File: src/sv/cursor_line_editor_buffer_defines.svh
// Assertion macros used by the line editor top level.
`ifndef CURSOR_LINE_EDITOR_BUFFER_DEFINES_SVH
`define CURSOR_LINE_EDITOR_BUFFER_DEFINES_SVH

`ifndef ASSERT_OFF

// Condition implies consequence in the same cycle.
`define CLEB_ASSERT_IMPLY(lbl, clk, rst_n, cond, cons) \
    lbl: assert property (@(posedge clk) disable iff (!rst_n) (cond) |-> (cons)) \
        else $error("assertion failed");

// Condition implies consequence in the next cycle.
`define CLEB_ASSERT_NEXT(lbl, clk, rst_n, cond, cons) \
    lbl: assert property (@(posedge clk) disable iff (!rst_n) (cond) |=> (cons)) \
        else $error("assertion failed");

`else

`define CLEB_ASSERT_IMPLY(lbl, clk, rst_n, cond, cons)
`define CLEB_ASSERT_NEXT(lbl, clk, rst_n, cond, cons)

`endif

`endif

File: src/sv/cleb_pkg.sv
`timescale 1ns / 1ps

package cleb_pkg;

    // Default line capacity in characters.
    localparam int LINE_DEPTH_DEF = 64;

    // Item opcodes.
    localparam logic OP_KEY   = 1'b0;
    localparam logic OP_FLUSH = 1'b1;

    // Editing keys.
    localparam logic [7:0] KEY_LEFT  = 8'h3C;
    localparam logic [7:0] KEY_RIGHT = 8'h3E;
    localparam logic [7:0] KEY_BACK  = 8'h2D;

    // Write enables of the two stack memories.
    typedef struct packed {
        logic bef_we;
        logic aft_we;
    } cleb_wen_t;

endpackage

File: src/sv/cleb_if.sv
`timescale 1ns / 1ps

// Key and flush items into the editor.
interface cleb_in_if;
    logic       valid;
    logic       ready;
    logic       op;
    logic [7:0] key;

    modport source (output valid, output op, output key, input ready);
    modport sink   (input valid, input op, input key, output ready);
endinterface

// Characters of a flushed line out of the editor.
interface cleb_out_if;
    logic       valid;
    logic       ready;
    logic [7:0] out_char;
    logic       last;
    logic       empty_res;

    modport source (output valid, output out_char, output last, output empty_res,
                    input ready);
    modport sink   (input valid, input out_char, input last, input empty_res,
                    output ready);
endinterface

File: src/sv/cleb_ram.sv
`timescale 1ns / 1ps

// Simple dual-port RAM: one write port, one read port with registered data.
module cleb_ram #(
    parameter int WIDTH = 8,
    parameter int DEPTH = 64
) (
    input  logic                     clk,
    input  logic                     we,
    input  logic [$clog2(DEPTH)-1:0] waddr,
    input  logic [WIDTH-1:0]         wdata,
    input  logic [$clog2(DEPTH)-1:0] raddr,
    output logic [WIDTH-1:0]         rdata
);

    logic [WIDTH-1:0] mem [DEPTH];

    always_ff @(posedge clk)
    begin
        if (we)
        begin
            mem[waddr] <= wdata;
        end
        rdata <= mem[raddr];
    end

endmodule

File: src/sv/cleb_ctrl.sv
`timescale 1ns / 1ps

// Editor control: stack counts, key decode, memory sequencing and flush walk.
module cleb_ctrl
    import cleb_pkg::*;
#(
    parameter int LINE_DEPTH = LINE_DEPTH_DEF
) (
    input  logic                          clk,
    input  logic                          rst_n,
    cleb_in_if.sink                       in_ch,
    cleb_out_if.source                    out_ch,
    output cleb_wen_t                     wen,
    output logic [$clog2(LINE_DEPTH)-1:0] bef_waddr,
    output logic [7:0]                    bef_wdata,
    output logic [$clog2(LINE_DEPTH)-1:0] bef_raddr,
    input  logic [7:0]                    bef_rdata,
    output logic [$clog2(LINE_DEPTH)-1:0] aft_waddr,
    output logic [7:0]                    aft_wdata,
    output logic [$clog2(LINE_DEPTH)-1:0] aft_raddr,
    input  logic [7:0]                    aft_rdata
);

    localparam int AW = $clog2(LINE_DEPTH);
    localparam int CW = $clog2(LINE_DEPTH + 1);
    localparam logic [CW-1:0] DEPTH_C = CW'(LINE_DEPTH);
    localparam logic [CW-1:0] ONE_C   = CW'(1);

    // Sequencer states.
    localparam logic [2:0] ST_IDLE   = 3'd0;
    localparam logic [2:0] ST_MOVE_L = 3'd1;
    localparam logic [2:0] ST_MOVE_R = 3'd2;
    localparam logic [2:0] ST_FL_RD  = 3'd3;
    localparam logic [2:0] ST_FL_WB  = 3'd4;

    logic [2:0]    state_reg, state_next;
    logic [CW-1:0] bc_reg, bc_next;
    logic [CW-1:0] ac_reg, ac_next;
    logic [CW-1:0] pos_reg, pos_next;
    logic          src_aft_reg, src_aft_next;
    logic          last_pend_reg, last_pend_next;
    logic          out_valid_reg, out_valid_next;
    logic [7:0]    out_char_reg, out_char_next;
    logic          out_last_reg, out_last_next;
    logic          out_empty_reg, out_empty_next;

    logic          accept;
    logic          out_free;
    logic          load_out;
    logic [CW-1:0] total;
    logic          is_left;
    logic          is_right;
    logic          is_back;
    logic          left_ok;
    logic          right_ok;
    logic          ins_ok;

    // Handshake and key decode.
    assign in_ch.ready = (state_reg == ST_IDLE);
    assign accept      = in_ch.valid && in_ch.ready;
    assign out_free    = !out_valid_reg || out_ch.ready;
    assign total       = CW'(bc_reg + ac_reg);
    assign is_left     = (in_ch.key == KEY_LEFT);
    assign is_right    = (in_ch.key == KEY_RIGHT);
    assign is_back     = (in_ch.key == KEY_BACK);
    assign left_ok     = (bc_reg != '0) && (ac_reg < DEPTH_C);
    assign right_ok    = (ac_reg != '0) && (bc_reg < DEPTH_C);
    assign ins_ok      = (total < DEPTH_C);

    // Read addresses: stack tops for moves, walk position during a flush.
    assign bef_raddr = (state_reg == ST_FL_RD) ? AW'(pos_reg) : AW'(bc_reg - ONE_C);
    assign aft_raddr = (state_reg == ST_FL_RD) ? AW'(total - ONE_C - pos_reg)
                                               : AW'(ac_reg - ONE_C);

    // Writes: an insert or a right move pushes the before stack, a left move the after one.
    assign wen.bef_we = (accept && (in_ch.op == OP_KEY) && !is_left && !is_right
                         && !is_back && ins_ok) || (state_reg == ST_MOVE_R);
    assign wen.aft_we = (state_reg == ST_MOVE_L);
    assign bef_waddr  = AW'(bc_reg);
    assign bef_wdata  = (state_reg == ST_MOVE_R) ? aft_rdata : in_ch.key;
    assign aft_waddr  = AW'(ac_reg);
    assign aft_wdata  = bef_rdata;

    // Next-state logic.
    always_comb
    begin
        state_next     = state_reg;
        bc_next        = bc_reg;
        ac_next        = ac_reg;
        pos_next       = pos_reg;
        src_aft_next   = src_aft_reg;
        last_pend_next = last_pend_reg;
        out_char_next  = out_char_reg;
        out_last_next  = out_last_reg;
        out_empty_next = out_empty_reg;
        load_out       = 1'b0;

        case (state_reg)
            ST_IDLE:
            begin
                if (accept)
                begin
                    if (in_ch.op == OP_FLUSH)
                    begin
                        pos_next   = '0;
                        state_next = ST_FL_RD;
                    end
                    else if (is_left)
                    begin
                        if (left_ok)
                        begin
                            state_next = ST_MOVE_L;
                        end
                    end
                    else if (is_right)
                    begin
                        if (right_ok)
                        begin
                            state_next = ST_MOVE_R;
                        end
                    end
                    else if (is_back)
                    begin
                        if (bc_reg != '0)
                        begin
                            bc_next = bc_reg - ONE_C;
                        end
                    end
                    else if (ins_ok)
                    begin
                        bc_next = bc_reg + ONE_C;
                    end
                end
            end
            ST_MOVE_L:
            begin
                bc_next    = bc_reg - ONE_C;
                ac_next    = ac_reg + ONE_C;
                state_next = ST_IDLE;
            end
            ST_MOVE_R:
            begin
                ac_next    = ac_reg - ONE_C;
                bc_next    = bc_reg + ONE_C;
                state_next = ST_IDLE;
            end
            ST_FL_RD:
            begin
                if (out_free)
                begin
                    if (total == '0)
                    begin
                        // An empty line gives one marked result.
                        load_out       = 1'b1;
                        out_char_next  = '0;
                        out_last_next  = 1'b1;
                        out_empty_next = 1'b1;
                        state_next     = ST_IDLE;
                    end
                    else
                    begin
                        src_aft_next   = (pos_reg >= bc_reg);
                        last_pend_next = (pos_reg == total - ONE_C);
                        state_next     = ST_FL_WB;
                    end
                end
            end
            ST_FL_WB:
            begin
                // The output register is known to be empty here.
                load_out       = 1'b1;
                out_char_next  = src_aft_reg ? aft_rdata : bef_rdata;
                out_last_next  = last_pend_reg;
                out_empty_next = 1'b0;
                if (last_pend_reg)
                begin
                    bc_next    = '0;
                    ac_next    = '0;
                    state_next = ST_IDLE;
                end
                else
                begin
                    pos_next   = pos_reg + ONE_C;
                    state_next = ST_FL_RD;
                end
            end
            default:
            begin
                state_next = ST_IDLE;
            end
        endcase

        out_valid_next = out_valid_reg;
        if (out_valid_reg && out_ch.ready)
        begin
            out_valid_next = 1'b0;
        end
        if (load_out)
        begin
            out_valid_next = 1'b1;
        end
    end

    // Control registers.
    always_ff @(posedge clk or negedge rst_n)
    begin
        if (!rst_n)
        begin
            state_reg     <= ST_IDLE;
            bc_reg        <= '0;
            ac_reg        <= '0;
            pos_reg       <= '0;
            src_aft_reg   <= 1'b0;
            last_pend_reg <= 1'b0;
            out_valid_reg <= 1'b0;
        end
        else
        begin
            state_reg     <= state_next;
            bc_reg        <= bc_next;
            ac_reg        <= ac_next;
            pos_reg       <= pos_next;
            src_aft_reg   <= src_aft_next;
            last_pend_reg <= last_pend_next;
            out_valid_reg <= out_valid_next;
        end
    end

    // Output payload register.
    always_ff @(posedge clk)
    begin
        out_char_reg  <= out_char_next;
        out_last_reg  <= out_last_next;
        out_empty_reg <= out_empty_next;
    end

    assign out_ch.valid     = out_valid_reg;
    assign out_ch.out_char  = out_char_reg;
    assign out_ch.last      = out_last_reg;
    assign out_ch.empty_res = out_empty_reg;

endmodule

File: src/sv/cursor_line_editor_buffer.sv
`timescale 1ns / 1ps
// Channel   Direction  Payload                      Meaning
// in_ch     sink       op, key                      key stroke or flush request
// out_ch    source     out_char, last, empty_res    one character of a flushed line
//
// Insert and backspace complete as the item is taken; a cursor move also passes
// through a move state, since the top of one stack memory is read and then written
// to the other stack. A flush reads each character from its stack and then loads it
// into the output register; an empty line gives a single result.
// Reset clears both counts; the memories need no clearing pass.
// A stalled output holds the flush walk; the last result may wait while new
// items are taken.
`include "cursor_line_editor_buffer_defines.svh"

module cursor_line_editor_buffer
    import cleb_pkg::*;
#(
    parameter int LINE_DEPTH = LINE_DEPTH_DEF
) (
    input  logic       clk,
    input  logic       rst_n,
    cleb_in_if.sink    in_ch,
    cleb_out_if.source out_ch
);

    localparam int AW = $clog2(LINE_DEPTH);

    cleb_wen_t       wen;
    logic [AW-1:0]   bef_waddr;
    logic [7:0]      bef_wdata;
    logic [AW-1:0]   bef_raddr;
    logic [7:0]      bef_rdata;
    logic [AW-1:0]   aft_waddr;
    logic [7:0]      aft_wdata;
    logic [AW-1:0]   aft_raddr;
    logic [7:0]      aft_rdata;

    // Stack of characters before the cursor.
    cleb_ram #(
        .WIDTH (8),
        .DEPTH (LINE_DEPTH)
    ) u_bef_ram (
        .clk   (clk),
        .we    (wen.bef_we),
        .waddr (bef_waddr),
        .wdata (bef_wdata),
        .raddr (bef_raddr),
        .rdata (bef_rdata)
    );

    // Stack of characters after the cursor.
    cleb_ram #(
        .WIDTH (8),
        .DEPTH (LINE_DEPTH)
    ) u_aft_ram (
        .clk   (clk),
        .we    (wen.aft_we),
        .waddr (aft_waddr),
        .wdata (aft_wdata),
        .raddr (aft_raddr),
        .rdata (aft_rdata)
    );

    // Control and flush sequencing.
    cleb_ctrl #(
        .LINE_DEPTH (LINE_DEPTH)
    ) u_ctrl (
        .clk       (clk),
        .rst_n     (rst_n),
        .in_ch     (in_ch),
        .out_ch    (out_ch),
        .wen       (wen),
        .bef_waddr (bef_waddr),
        .bef_wdata (bef_wdata),
        .bef_raddr (bef_raddr),
        .bef_rdata (bef_rdata),
        .aft_waddr (aft_waddr),
        .aft_wdata (aft_wdata),
        .aft_raddr (aft_raddr),
        .aft_rdata (aft_rdata)
    );

    // At most one stack is written in any cycle.
    `CLEB_ASSERT_IMPLY(a_one_stack_write, clk, rst_n, 1'b1, $onehot0(wen))
    // An accepted flush blocks the input while the line is walked.
    `CLEB_ASSERT_NEXT(a_flush_blocks, clk, rst_n, in_ch.valid && in_ch.ready && (in_ch.op == OP_FLUSH), !in_ch.ready)
    // An empty-line result is always the final one.
    `CLEB_ASSERT_IMPLY(a_empty_is_last, clk, rst_n, out_ch.valid && out_ch.empty_res, out_ch.last)
    // No write to a stack happens while a flush is being walked out.
    `CLEB_ASSERT_IMPLY(a_no_write_in_flush, clk, rst_n, !in_ch.ready && !$past(in_ch.ready) && !$past(in_ch.ready, 2), !wen.bef_we && !wen.aft_we)

endmodule
File: src/flat_wrapper.sv
// flat-port wrapper written by rule: the top's interface ports become plain ports
module cursor_line_editor_buffer_flat import cleb_pkg::*;
#(
    parameter int LINE_DEPTH = LINE_DEPTH_DEF
)
  (clk, rst_n, in_ch_valid, in_ch_op, in_ch_key, in_ch_ready, out_ch_valid, out_ch_out_char, out_ch_last, out_ch_empty_res, out_ch_ready);
  cleb_in_if in_ch_i ();
  cleb_out_if out_ch_i ();
  input  logic clk;
  input  logic rst_n;
  input wire logic [$bits(in_ch_i.valid)-1:0] in_ch_valid;
  input wire logic [$bits(in_ch_i.op)-1:0] in_ch_op;
  input wire logic [$bits(in_ch_i.key)-1:0] in_ch_key;
  output wire logic [$bits(in_ch_i.ready)-1:0] in_ch_ready;
  output wire logic [$bits(out_ch_i.valid)-1:0] out_ch_valid;
  output wire logic [$bits(out_ch_i.out_char)-1:0] out_ch_out_char;
  output wire logic [$bits(out_ch_i.last)-1:0] out_ch_last;
  output wire logic [$bits(out_ch_i.empty_res)-1:0] out_ch_empty_res;
  input wire logic [$bits(out_ch_i.ready)-1:0] out_ch_ready;
  assign in_ch_i.valid = in_ch_valid;
  assign in_ch_i.op = in_ch_op;
  assign in_ch_i.key = in_ch_key;
  assign in_ch_ready = in_ch_i.ready;
  assign out_ch_valid = out_ch_i.valid;
  assign out_ch_out_char = out_ch_i.out_char;
  assign out_ch_last = out_ch_i.last;
  assign out_ch_empty_res = out_ch_i.empty_res;
  assign out_ch_i.ready = out_ch_ready;
  cursor_line_editor_buffer #(.LINE_DEPTH(LINE_DEPTH)) u_core (.clk(clk), .rst_n(rst_n), .in_ch(in_ch_i), .out_ch(out_ch_i));
endmodule
File: config.mk
export PLATFORM = sky130hd
export DESIGN_NAME = cursor_line_editor_buffer_flat
export DESIGN_NICKNAME = d
export VERILOG_FILES = /design/src/sv/cleb_pkg.sv /design/src/sv/cleb_if.sv /design/src/sv/cleb_ram.sv /design/src/sv/cleb_ctrl.sv /design/src/sv/cursor_line_editor_buffer.sv /design/src/flat_wrapper.sv
export VERILOG_INCLUDE_DIRS = /design/src /design/src/sv
export SDC_FILE = /design/constraint.sdc
export NUM_CORES = 1
export LEC_CHECK = 0
export BUFFER_PORTS_ARGS = -buffer_cell sky130_fd_sc_hd__buf_2
export CAP_MARGIN = 10
export CORE_UTILIZATION = 40
export DETAILED_ROUTE_END_ITERATION = 12
export GPL_TIMING_DRIVEN = 0
export PLACE_DENSITY_LB_ADDON = 0.05
export SYNTH_ARGS = -nofsm -noshare
export SYNTH_HDL_FRONTEND = slang
export SYNTH_SLANG_ARGS = --single-unit
File: constraint.sdc
create_clock -name clk -period 5.9 [get_ports clk]
set_clock_uncertainty 0.15 [all_clocks]
set_input_delay 0.885 -clock clk [delete_from_list [all_inputs] [get_ports clk]]
set_output_delay 0.885 -clock clk [all_outputs]
set_load 0.01 [all_outputs]
==> results.tsv, run 1 <==
stage	metric	value	unit
power_and_ir_drop	power.density	635	nW/µm²
layout	synthToLayoutAreaGrowth	13.6	%
power_and_ir_drop	leakage	16.7	nW
power_and_ir_drop	clkPwrFrac	0.226	
synthesis	async_flop_share	0.0251	
worst_setup_path	path_depth	15	
clocking	root_buffer	clkbuf_16	
global_route	grt_max_degree	66	
synthesis	syn_nets	2716	
route	drt_pre_antenna_iters	8	
global_route	overflow	0	
worst_setup_path	crit_required	6.38	ns
floorplan	start_util	0.403	
floorplan	ioPinCount	25	
sta	hold_violations	0	
power_and_ir_drop	p_sw_frac	0.403	
placement	dpl.hpwl	79.8	mm
route	routedWlPerCell	27.3	µm
layout	drive_gt1_frac	0.170	
sta	max-slew-margin-rel	0.119	
worst_setup_path	crit_start	u_core.u_ctrl.bc_reg[0]	
synthesis	synth_cell_types	65	
outcome	status	complete, no violations	
worst_hold_path	hp-class	in -> async	
synthesis	synthCells	2675	
power_and_ir_drop	power	0.0316	W
worst_setup_path	crit_arrival	6.12	ns
synthesis	synth_seq_cells	1077	
clocking	h-tree-depth	3	
floorplan	die_h	333	µm
power_and_ir_drop	p_sw	0.0127	W
placement	portBuffers	24	
synthesis	synth_top_flop_cell	edfxtp_1	
floorplan	core-area	109000	µm²
floorplan	die_w	333	µm
global_route	grt_pass1_wl	173	mm
placement	placed_cell_area	46000	µm²
worst_setup_path	path_max_fanout	10	
floorplan	rows	121	
power_and_ir_drop	intPower	0.0189	W
route	drtIter0Drc	2646	
placement	place.gp.congestion	0.863	
sta	min_period	5.64	ns
sta	drv_slew	0	
route	wl	119	mm
sta	setup_viol	0	
power_and_ir_drop	p_seq_frac	0.330	
synthesis	ys_seq_area_frac	0.732	
worst_setup_path	cpPeakStageDelay	0.74	ns
sta	fmaxAchievable	177	MHz
clocking	path_clk_slew	0.06	ns
route	num_vias	24500	
worst_setup_path	startpoint_type	flip-flop	
route	postRouteAntennaNets	0	
worst_setup_path	worstReg2RegEnd	u_core.u_aft_ram.rdata[5]	
route	drc	0	
worst_setup_path	worstSetupPathType	reg -> reg	
synthesis	yosys_warnings	0	
worst_setup_path	reg2reg_from	u_core.u_ctrl.bc_reg[0]	
route	vias_per_cell	5.64	
layout	largestRegisters	u_core.u_aft_ram.mem: 512 flops, u_core.u_bef_ram.mem: 512 flops	
clocking	clock_latency	0.70	ns
worst_setup_path	crit_family	simple AND/OR/NAND/NOR gates	
synthesis	syn_area	43800	µm²
worst_setup_path	cp_cell_sequence	ha_1 -> fa_1 -> inv_1 -> ha_1 -> xnor2_1 -> ha_1 -> and3b_1 -> or3_1 -> a31oi_2 -> nor2_1 -> nand2_1 -> clkbuf_1 -> o221ai_1 -> nor4_1 -> mux2_2	
floorplan	dieArea	111000	µm²
worst_setup_path	critPathBufInv	2	
sta	tightest_slew	1.31	ns
worst_setup_path	worst_path_most_repeated_cell	ha_1	
global_route	antenna_found_initial	1	
sta	setup_slack	0.260	ns
sta	tns	0	ns
synthesis	synth_edf_count	1034	
layout	final_area	49800	µm²
clocking	clock_sinks	1077	
clocking	cts_tree	built	
power_and_ir_drop	pwr-share-comb	0.444	
worst_setup_path	reg2reg_slack	0.26	ns
worst_setup_path	cpMaxStageDelayCell	nor4_1	
layout	fin_nets	2870	
global_route	grt.total_usage	0.215	
sta	fin_crit_sh	0.956	
worst_setup_path	critPathCaptureType	flip-flop	
sta	rsz0062_at_grt	false	
power_and_ir_drop	ir_drop	0.000269	V
run	max_cap_viol_count	0	
worst_setup_path	rr_worst_depth	15	
clocking	numCtsBuffers	115	
placement	pre_cts_ws	-0.0726	ns
synthesis	syn_area_per_cell	16.4	µm²
clocking	cts_buffer_depth	3	
global_route	first_global_vias	24300	
## synthesized netlist by cell type, drive strengths merged (3+ instances only)
cell | number | area share
a211oi | 3 | 0.00051
a21o | 17 | 0.0029
a21oi | 45 | 0.0052
a22oi | 22 | 0.0038
a31oi | 52 | 0.0074
and2 | 5 | 0.00071
and3 | 51 | 0.0073
and3b | 3 | 0.00060
buf | 103 | 0.013
clkbuf | 35 | 0.0030
dfrtp | 27 | 0.015
dfxtp | 16 | 0.0073
edfxtp | 1034 | 0.71
ha | 26 | 0.0074
inv | 25 | 0.0021
mux2 | 10 | 0.0027
mux2i | 151 | 0.035
mux4 | 160 | 0.082
nand2 | 405 | 0.035
nand2b | 8 | 0.0011
nand3 | 103 | 0.012
nand3b | 5 | 0.00086
nand4 | 4 | 0.00057
nor2 | 179 | 0.015
nor3 | 8 | 0.00091
nor3b | 4 | 0.00069
nor4 | 17 | 0.0024
o21ai | 41 | 0.0047
o221ai | 16 | 0.0032
o22a | 7 | 0.0014
o22ai | 30 | 0.0043
o31ai | 14 | 0.0024
or3 | 6 | 0.00086
xnor2 | 13 | 0.0026
xor2 | 3 | 0.00060
## power groups by stage
stage	sequential [W]	combinational (W)	clock, W
6_report	0.0104	0.0140	0.00716
5_1_grt	0.0105	0.0150	0.00758
4_1_cts	0.0105	0.0140	0.00732
3_5_place_dp	0.0106	0.0140	0
3_3_place_gp	0.0110	0.0134	0
2_1_floorplan	0.0104	0.00844	0
## cells in the final DEF (no fill, tap or decap), types with 8 or more instances in the layout
| cell type | n |
|---|---|
| nand2b_1 | 8 |
| inv_1 | 25 |
| mux4_2 | 160 |
| nor3_1 | 8 |
| nand2_1 | 398 |
| dfxtp_1 | 8 |
| mux2_2 | 9 |
| a21o_1 | 17 |
| nand3_1 | 103 |
| mux2i_1 | 150 |
| o21ai_0 | 39 |
| buf_4 | 10 |
| clkbuf_16 | 117 |
| buf_2 | 106 |
| nor2_1 | 179 |
| clkinv_2 | 22 |
| edfxtp_1 | 1034 |
| xnor2_1 | 13 |
| clkbuf_1 | 59 |
| o22ai_1 | 30 |
| buf_12 | 11 |
| ha_1 | 26 |
| clkinv_1 | 25 |
| and3_1 | 51 |
| a21oi_1 | 44 |
| dfrtp_1 | 27 |
| a22oi_1 | 22 |
| nor4_1 | 16 |
| a31oi_1 | 51 |
| o221ai_1 | 16 |
| bufinv_16 | 11 |
| o31ai_1 | 13 |
## cell families (layout without fill, tap and decap cells)
logic type	count (synthesis)	after routing	synth area share
flip-flops	1077	1077	0.732
AND/OR/NAND/NOR	807	807	0.0795
multiplexers	321	321	0.120
AO/OA/AOI/OAI	260	260	0.0384
buffers and inverters	164	417	0.0184
adder cells (fa/ha/maj)	29	29	0.00857
XOR/XNOR	17	17	0.00374
other	0	2	0
## how the worst max path moves through the flow
stage                                        to  slack (ns)
global placement    u_core.u_bef_ram.mem[61][1]       -2.67
detailed placement    u_core.u_aft_ram.rdata[3]       -0.07
global route          u_core.u_aft_ram.rdata[4]        0.16
finish                u_core.u_aft_ram.rdata[5]        0.26
CTS                   u_core.u_aft_ram.rdata[4]        0.03
floorplan            u_core.u_bef_ram.mem[0][1]        1.43
## cell type report
cell class | instances | area (µm²)
inverters | 26 | 97.6
clock buffers | 147 | 3090
fillers | 9421 | 58900
well taps | 1414 | 1770
diodes | 2 | 5.00
clock inverters | 69 | 647
plain buffers | 138 | 708
multi-input cells | 1434 | 11000
repair buffers | 37 | 375
flip-flops and latches | 1077 | 32100
## metrics by stage
stage	hold slack, ns	util	cells
after floorplan	0.336	-	2675
after global placement	0.397	0.420	4113
after detailed placement	0.404	0.423	4126
after CTS	0.0552	0.458	4342
after global routing	0.0991	0.458	4342
final	0.0890	0.458	4344
## metal layers
layer / global-route usage / part of all wire
met5: 0 / 0
met4: 0.0493 / 0.018
met3: 0.0392 / 0.065
met2: 0.316 / 0.44
met1: 0.330 / 0.48
## timing repair
item | in CTS | in global routing
setup endpoints to repair | 1 | 3
hold endpoints to repair | 0 | 0
setup buffers | 0 | 0
gates resized for setup | 1 | 1
hold buffers | 0 | 0
(Power assumes the default switching activity.)
==> inputs of run 2 (changes only) <==
Settings changed: BUFFER_PORTS_ARGS -buffer_cell sky130_fd_sc_hd__buf_2 to -buffer_cell sky130_fd_sc_hd__buf_4.
==> run 2 against run 1 <==
  * Sequential share of layout area decreased by 0.14 points
  * Combinational power about the same
  * Clock power increased by 0.8%
  * Non-clock buffer count increased by 2
  * Critical endpoint is now u_core.u_aft_ram.rdata[7]
  * Setup slack improved by 0.044 ns
  * Sequential power about the same
  * First-iteration DRC count increased by 0.19%
  * Largest power group unchanged
  * Final cell count decreased by 0.12%
  * Design area increased by 0.21%
  * Critical path depth unchanged
  * Critical path type unchanged
  * Global-route usage increased by 0.13 points
==> results.tsv, run 2 (synthesized netlist as in run 1, its figures left out) <==
stage	metric	value	unit	change
layout	layout_commonest_cell	edfxtp_1		
sta	setup_viol	0		unchanged
sta	setup_slack	0.304	ns	+0.0438 ns
clocking	root_buffer	clkbuf_16		
route	vias_per_cell	5.64		about the same
clocking	cts_tree	built		
layout	fillers	9424		+0.032%
route	postRouteAntennaNets	0		unchanged
global_route	first_global_vias	24400		+0.68%
layout	fin_cells	4339		-0.12%
power_and_ir_drop	ir_drop	0.000326	V	+21%
layout	largestRegisters	u_core.u_aft_ram.mem: 512 flops, u_core.u_bef_ram.mem: 512 flops		
worst_setup_path	crit_required	6.31	ns	-0.07 ns
power_and_ir_drop	power.density	635	nW/µm²	about the same
sta	rsz0062_at_grt	false		
worst_setup_path	cpPeakStageDelay	0.67	ns	-0.07 ns
global_route	overflow	0		unchanged
placement	place.gp.congestion	0.865		+0.19%
worst_setup_path	crit_arrival	6.01	ns	-0.11 ns
worst_setup_path	cp_cell_sequence	ha_1 -> fa_1 -> inv_1 -> ha_1 -> inv_1 -> fa_1 -> xnor2_1 -> o21ai_0 -> buf_2 -> buf_2 -> clkbuf_1 -> nand3_1 -> a21oi_1 -> nor4_1 -> mux2_2		
worst_setup_path	crit_family	buffers and inverters		
sta	fmaxAchievable	179	MHz	+0.78%
route	drtIter0Drc	2651		+0.19%
placement	dpl.hpwl	80.3	mm	+0.55%
worst_setup_path	startpoint_type	flip-flop		
placement	pre_cts_ws	-0.0504	ns	+0.0222 ns
floorplan	start_util	0.403		unchanged
worst_setup_path	worstSetupPathType	reg -> reg		
route	wl	120	mm	+0.87%
sta	min_period	5.60	ns	-0.0438 ns
run	max_cap_viol_count	0		unchanged
global_route	grt_max_degree	66		unchanged
layout	fin_nets	2869		-0.035%
floorplan	ioPinCount	25		unchanged
sta	drv_slew	0		unchanged
clocking	numCtsBuffers	112		-2.6%
clocking	cts_buffer_depth	3		unchanged
sta	fin_crit_sh	0.949		-0.00742
route	routedWlPerCell	27.6	µm	+0.99%
global_route	antenna_found_initial	2		+1
worst_setup_path	critPathCaptureType	flip-flop		
power_and_ir_drop	leakage	16.7	nW	+0.23%
worst_setup_path	critPathBufInv	5		+3
floorplan	core-area	109000	µm²	unchanged
worst_setup_path	cpMaxStageDelayCell	o21ai_0		
clocking	clock_latency	0.71	ns	about the same
layout	drive_gt1_frac	0.170		-0.000451
route	drc	0		unchanged
route	num_vias	24500		-0.11%
sta	max-slew-margin-rel	0.187		+0.0686
floorplan	rows	121		unchanged
layout	final_cell_mix	edfxtp_1 (1034), nand2_1 (398), nor2_1 (179)		
placement	portBuffers	24		unchanged
floorplan	die_h	333	µm	unchanged
clocking	h-tree-depth	3		unchanged
outcome	status	complete, no violations		
floorplan	die_w	333	µm	unchanged
route	drt_pre_antenna_iters	6		-2
global_route	grt.total_usage	0.216		+0.00132
placement	dp.cells	4126		unchanged
global_route	grt_pass1_wl	173	mm	+0.25%
sta	hold_violations	0		unchanged
clocking	path_clk_slew	0.07	ns	about the same
worst_hold_path	hp-class	in -> reg		
clocking	cts_setup_buffers	0		unchanged
layout	synthToLayoutAreaGrowth	13.9	%	
worst_setup_path	path_max_fanout	10		unchanged
floorplan	dieArea	111000	µm²	unchanged
clocking	clock_sinks	1077		unchanged
sta	tightest_slew	1.19	ns	-0.128 ns
## run 2: cell types whose count changed in the layout (fill, tap and decap cells not counted), moves of 2 or more
cell        before  now
buf_2          106   82
buf_4           10   34
bufinv_16       11   14
clkbuf_16      117  113
clkinv_16        0    3
clkinv_2        22   19
clkinvlp_4       6    3
inv_6            3    1
nor4_1          16   14
nor4_2           1    3
## run 2: where the power goes
group	switching [W]	internal [W]	leakage, nW
Combinational	0.00909	0.00487	5.10
Sequential	0.000673	0.00984	9.82
Clock	0.00300	0.00421	1.83
## run 2: routing by layer
| layer | up-vias | global-route usage | part of all wire |
|---|---|---|---|
| met3 | 139 | 0.0373 | 0.063 |
| met2 | 801 | 0.325 | 0.45 |
| met1 | 12800 | 0.328 | 0.47 |
| met4 | 0 | 0.0460 | 0.017 |
| li1 | 10700 | - | - |
| met5 | - | 0 | 0 |
## run 2: through the flow
stage          hold WS (ns)  setup TNS (ns)   util  total power [W]  instance area [µm²]
2_1_floorplan         0.336               0      -           0.0188                43800
3_3_place_gp          0.394         -178.10  0.421           0.0244                45700
3_5_place_dp          0.408         -0.0656  0.424           0.0246                46000
4_1_cts               0.367               0  0.458           0.0319                49800
5_1_grt               0.409               0  0.459           0.0331                49900
6_report              0.412               0  0.459           0.0317                49900
## run 2: worst paths after layout
check | startpoint | endpoint | slack (ns) | depth (start not counted)
max | u_core.u_ctrl.bc_reg[0] | u_core.u_aft_ram.rdata[7] | 0.30 | 15
min | out_ch_ready | u_core.u_ctrl.out_ch.valid | 0.41 | 3
max reg2reg | u_core.u_ctrl.bc_reg[0] | u_core.u_aft_ram.rdata[7] | 0.30 | 15
min reg2reg | u_core.u_ctrl.pos_reg[6] | u_core.u_ctrl.pos_reg[6] | 0.42 | 1
max in group asynchronous | rst_n | u_core.u_ctrl.ac_reg[4] | 4.79 | 2
min in group asynchronous | rst_n | u_core.u_ctrl.out_ch.valid | 0.50 | 2
## run 2: area by class of cell
cell class                 count  area (µm²)  area share
clock buffer                 143        3000      0.0602
buffer                       138         708      0.0142
antenna                        1        2.50   0.0000502
inverter                      26        97.6     0.00196
multi-input combinational   1434       11000       0.221
sequential                  1077       32100       0.643
clock inverter                67         772      0.0155
tap                         1414        1770      0.0355
timing repair buffer          39         437     0.00876
## run 2: what timing repair did
action                     CTS  global route
setup endpoints to repair    3             3
cloned                       0             0
gates resized for setup      1             3
hold endpoints to repair    27             0
hold buffers                 1             0
## run 2: worst min-delay path: cells and delay by family
kind | cells | cell delay [ns]
buf+inv | 1 | 0.07
simple gates | 2 | 0.26
